## config.mk

```make
export PLATFORM = sky130hd
export DESIGN_NAME = ccl_ram
export DESIGN_NICKNAME = d
export VERILOG_FILES = /design/src/rtl/ccl_ram.sv
export SDC_FILE = /design/constraint.sdc
export NUM_CORES = 2
export LEC_CHECK = 0
export BUFFER_PORTS_ARGS = -buffer_cell sky130_fd_sc_hd__buf_2
export CAP_MARGIN = 30
export CORE_MARGIN = 5
export CORE_UTILIZATION = 45
export DETAILED_ROUTE_END_ITERATION = 6
export SYNTH_ARGS = -nofsm -noshare
export SYNTH_HDL_FRONTEND = slang
export SYNTH_SLANG_ARGS = --single-unit
```

## constraint.sdc

```tcl
create_clock -name clk -period 4.7 [get_ports clk]
set_input_delay 0.47 -clock clk [delete_from_list [all_inputs] [get_ports clk]]
set_output_delay 0.47 -clock clk [all_outputs]
set_load 0.01 [all_outputs]
```

## src/rtl/ccl_ram.sv

```systemverilog
`timescale 1ns / 1ps
// ----------------------------------------------------------------------------
// ccl_ram
// Single-port synchronous RAM with a registered read.
// ----------------------------------------------------------------------------
module ccl_ram #(
  parameter int DW = 8,
  parameter int AW = 8
) (
  input  logic          clk,
  input  logic          we,
  input  logic [AW-1:0] addr,
  input  logic [DW-1:0] wdata,
  output logic [DW-1:0] rdata
);

  logic [DW-1:0] mem [2**AW];

  always_ff @(posedge clk) begin
    if (we) begin
      mem[addr] <= wdata;
    end
    rdata <= mem[addr];
  end

endmodule

```

### After elaboration in Yosys (flattened, before gate mapping)

Memory sizes are Yosys's and may differ from the RTL's. A register that Yosys moved wholly into a read port is not among the register bits.
Index checks and enable logic that the tools add are counted.
Widths: inputs -> output; s select.

| storage, ports and cells | value |
|---|---|
| register bits | 0 |
| memory bits (writable) | 2,048 |
| output and inout port bits | 8 |
| memories | 1 |

| cells by class | value |
|---|---|
| mux-type cells | 2 |

Memories:

| name | words | width | read ports | clocked after memory_dff | write ports | RTL line | source |
|---|---|---|---|---|---|---|---|
| mem | 256 | 8 | 1 | 1 | 1 | 17 | `logic [DW-1:0] mem [2**AW];` |

Operators by type and width:

| operator | count |
|---|---|
| $mux 1 | 2 |

### Depth between registers and ports, before layout

| depth | value |
|---|---|
| depth after elaboration | 2 |
| depth in mapped cells | 10 |

### Worst setup path before layout

Ideal clock, no wire load.

| timing | value |
|---|---|
| kind | input -> register |
| from | input port addr[1] |
| to | memory mem[111][0], enable pin |
| library setup time | 0.370 ns |
| arrival | 2.319 ns |
| data required time | 4.330 ns |
| setup slack | 2.011 ns |
| cell stages on the path | 9 |
| buffers on the path | 5 |
| path through | buf_2 -> clkbuf_1 -> clkbuf_1 -> nand2_1 -> buf_2 -> nor2_1 -> nand2_1 -> clkbuf_1 -> nor2_1 |

RTL lines:

| item | RTL line | source |
|---|---|---|
| start, declared | 12 | `input logic [AW-1:0] addr,` |
| end, declared | 17 |  |

No word-level cell before the write port.

==> impl_metrics.ini <==
[run_status]
outcome = complete, no violations

[timing]
setup-tns-final_ns = 0
fmax_mhz = 311
rsz0062_at_grt = no
drv_slew = 0
fin_crit_sh_pct = 68.4
max_slew_margin_pct = 17.6
finClkSkew_ns = 0.0282
finalSetupViolations = 0
max_slew.worst_pin.slew_ns = 1.24
finalHoldViolations = 0
post-route-min-period_ns = 3.21

[place]
dp_hpwl_microns = 113000
gp_congestion = 0.780
port_buffers = 25
placed_cell_area_sq_um = 82800
dp_cells = 5911

[synthesis]
yosys-top-cells-area = edfxtp_1, mux4_2, a22oi_1
synth_top_area_share_pct = 78.3
netlist_area_sq_um = 78500
synth_edf_count = 2048
yosysSeqAreaShare_pct = 78.6
ys_warn_count = 0
ys_async_sr_fraction_pct = 0
syn_avg_cell_area_sq_um = 22.1
synth_nets = 3565
synth_cell_type_count = 22
syn-instance-count = 3547
synth_seq_cells = 2056
synth_top_flop_cell = edfxtp_1
yosysTopAreaCell = edfxtp_1

[grt]
grt_pass1_wl_microns = 278000
antenna_found_initial = 4
grt_pass1_vias = 37900
overflow = 0
track_usage_pct = 21.2
grt_max_degree = 162

[clock_network]
ctsRootBufferMaster = clkbuf_16
cts_hold_buf = 0
cts_buffers = 204
cts.sinks = 2056
cts-htree-levels = 4
cts_tree = yes
clkLatencyLatePin_ns = 0.83
post-cts-setup-buffers = 0
clk_pin_slew_ns = 0.06
clockBufferDepth = 3
ctsResizeCount = 0

[critical_path]
cp_slowest_cell = o41ai_1
r2r_end = rdata[6]$_DFF_P_
path_common_cell = buf_4
worstPathMaxFanout = 52
crit_buf_inv = 4
critPathLaunchType = input pin
worstPathRequired_ns = 5.36
r2r-start = mem[137][6]$_DFFE_PP_
worstSetupPathType = input pin to flip-flop
r2r_setup_slack_ns = 1.96
cpPeakStageDelay_ns = 0.94
cp_data_arrival_time_ns = 3.87
cp_top_family = buffers and inverters
crit_chain = buf_8, buf_12, buf_4, mux4_2, a22oi_1, a21oi_1, o41ai_1, buf_4, nand4_1
rr_worst_depth = 6
endpoint_kind = flip-flop

[drt]
dr_total_vias = 37300
drcViolationCount = 0
drt-initial-drc-count = 4239
firstDrtPassIters = 6
drtAntennaViolNets = 0
viasPerCell = 5.92
wl_per_cell_microns = 30.6
routed_wl_microns = 193000

[power]
total_power_w = 0.0382
p_sw_w = 0.00798
powerDensity_nw_per_um2 = 427
combPwrFrac_pct = 4.5
p_seq_share_pct = 53.0
ir_drop_v = 0.000379
power_leakage_nw = 27.4
power.internal_w = 0.0302
clock_power_share_pct = 42.5
sw_frac_of_total_pct = 20.9

[die]
dieArea_sq_um = 183000
core-area_sq_um = 174000
die_w_microns = 428
chipHeight_microns = 428
initial_core_util_pct = 45.2
io_pins = 26
row_count = 153

[final_layout]
final_cell_mix = edfxtp_1, mux4_2, a22oi_1
final_cells = 6302
drive_gt1_share_pct = 27.2
synthToLayoutAreaGrowth_pct = 14.0
multiInputGateArea_sq_um = 15800
final_nets = 3812
register_area_sq_um = 61700
fill_cells = 13600
post-route-cell-area_sq_um = 89500
layout.cells.most_common = edfxtp_1

[flow_run]
maxCapViolCount = 0

[min_path]
hp-class = input pin to flip-flop
whs_endpoint = mem[216][5]$_DFFE_PP_
worstHoldStart = wdata[5]
hold_path_depth = 1
state kept, by name (all words and copies together) (netlist names):
| name | count |
|---|---|
| rdata | 8 |
| mem | 2048 |
cells in the mapped netlist, drive strengths merged (6+ instances only):
cell,number
o41ai,32
a22oi,256
nand2b,6
a21oi,128
buf,87
nand2,28
nor3,30
edfxtp,2048
nand4,8
dfxtp,8
mux4,512
nor2b,7
nand3,13
clkbuf,145
nor2,232
worst max path at each step:
stage,cells past startpoint,endpoint,startpoint
after floorplan,9,mem[111][0]$_DFFE_PP_,addr[1]
after global placement,9,rdata[7]$_DFF_P_,addr[0]
after detailed placement,9,rdata[6]$_DFF_P_,addr[0]
after CTS,9,rdata[6]$_DFF_P_,addr[0]
after global routing,9,rdata[6]$_DFF_P_,addr[0]
final,9,rdata[6]$_DFF_P_,addr[0]
cell type report:
cell class,count,share of cell area [%]
tap,2325,3.25
clock buffer,264,6.08
sequential,2056,68.9
multi-input combinational,1258,17.6
inverter,1,0.00419
timing repair buffer,273,2.76
clock inverter,122,1.38
antenna,3,0.00839
logic make-up (layout without fill, tap and decap cells):
group           Yosys count  count (layout)  share of synthesized area, %
simple gates            330             330                          1.73
compound gates          416             416                          3.62
buf+inv                 233             660                          1.40
flops                  2056            2056                          78.6
mux                     512             512                          14.7
other cells               0               3                             0
power by group through the flow:
stage / clock [W] / combinational, W / sequential [W]
global route: 0.0173 / 0.00181 / 0.0202
floorplan: 0 / 0.000898 / 0.0206
detailed placement: 0 / 0.00174 / 0.0206
CTS: 0.0165 / 0.00174 / 0.0203
global placement: 0 / 0.00171 / 0.0206
finish: 0.0162 / 0.00171 / 0.0203
layer usage:
layer / routed length [microns] / vias up / GRT usage [%]
li1: - / 15600 / -
met1: 78500 / 20000 / 29.8
met2: 94100 / 1427 / 33.9
met3: 14600 / 271 / 4.53
met4: 5820 / 4 / 6.46
met5: 33 / - / 0
per-stage QoR:
| stage | setup slack (ns) | utilization [%] | hold slack [ns] |
|---|---|---|---|
| final | 1.49 | 51.6 | 0.0753 |
| after global routing | 1.32 | 51.6 | 0.0450 |
| after CTS | 1.48 | 51.5 | 0.0437 |
| after detailed placement | 0.630 | 47.7 | 0.927 |
| after global placement | 0.492 | 47.6 | 0.919 |
| after floorplan | 2.01 | - | 0.569 |
(Power assumes the default switching activity.)
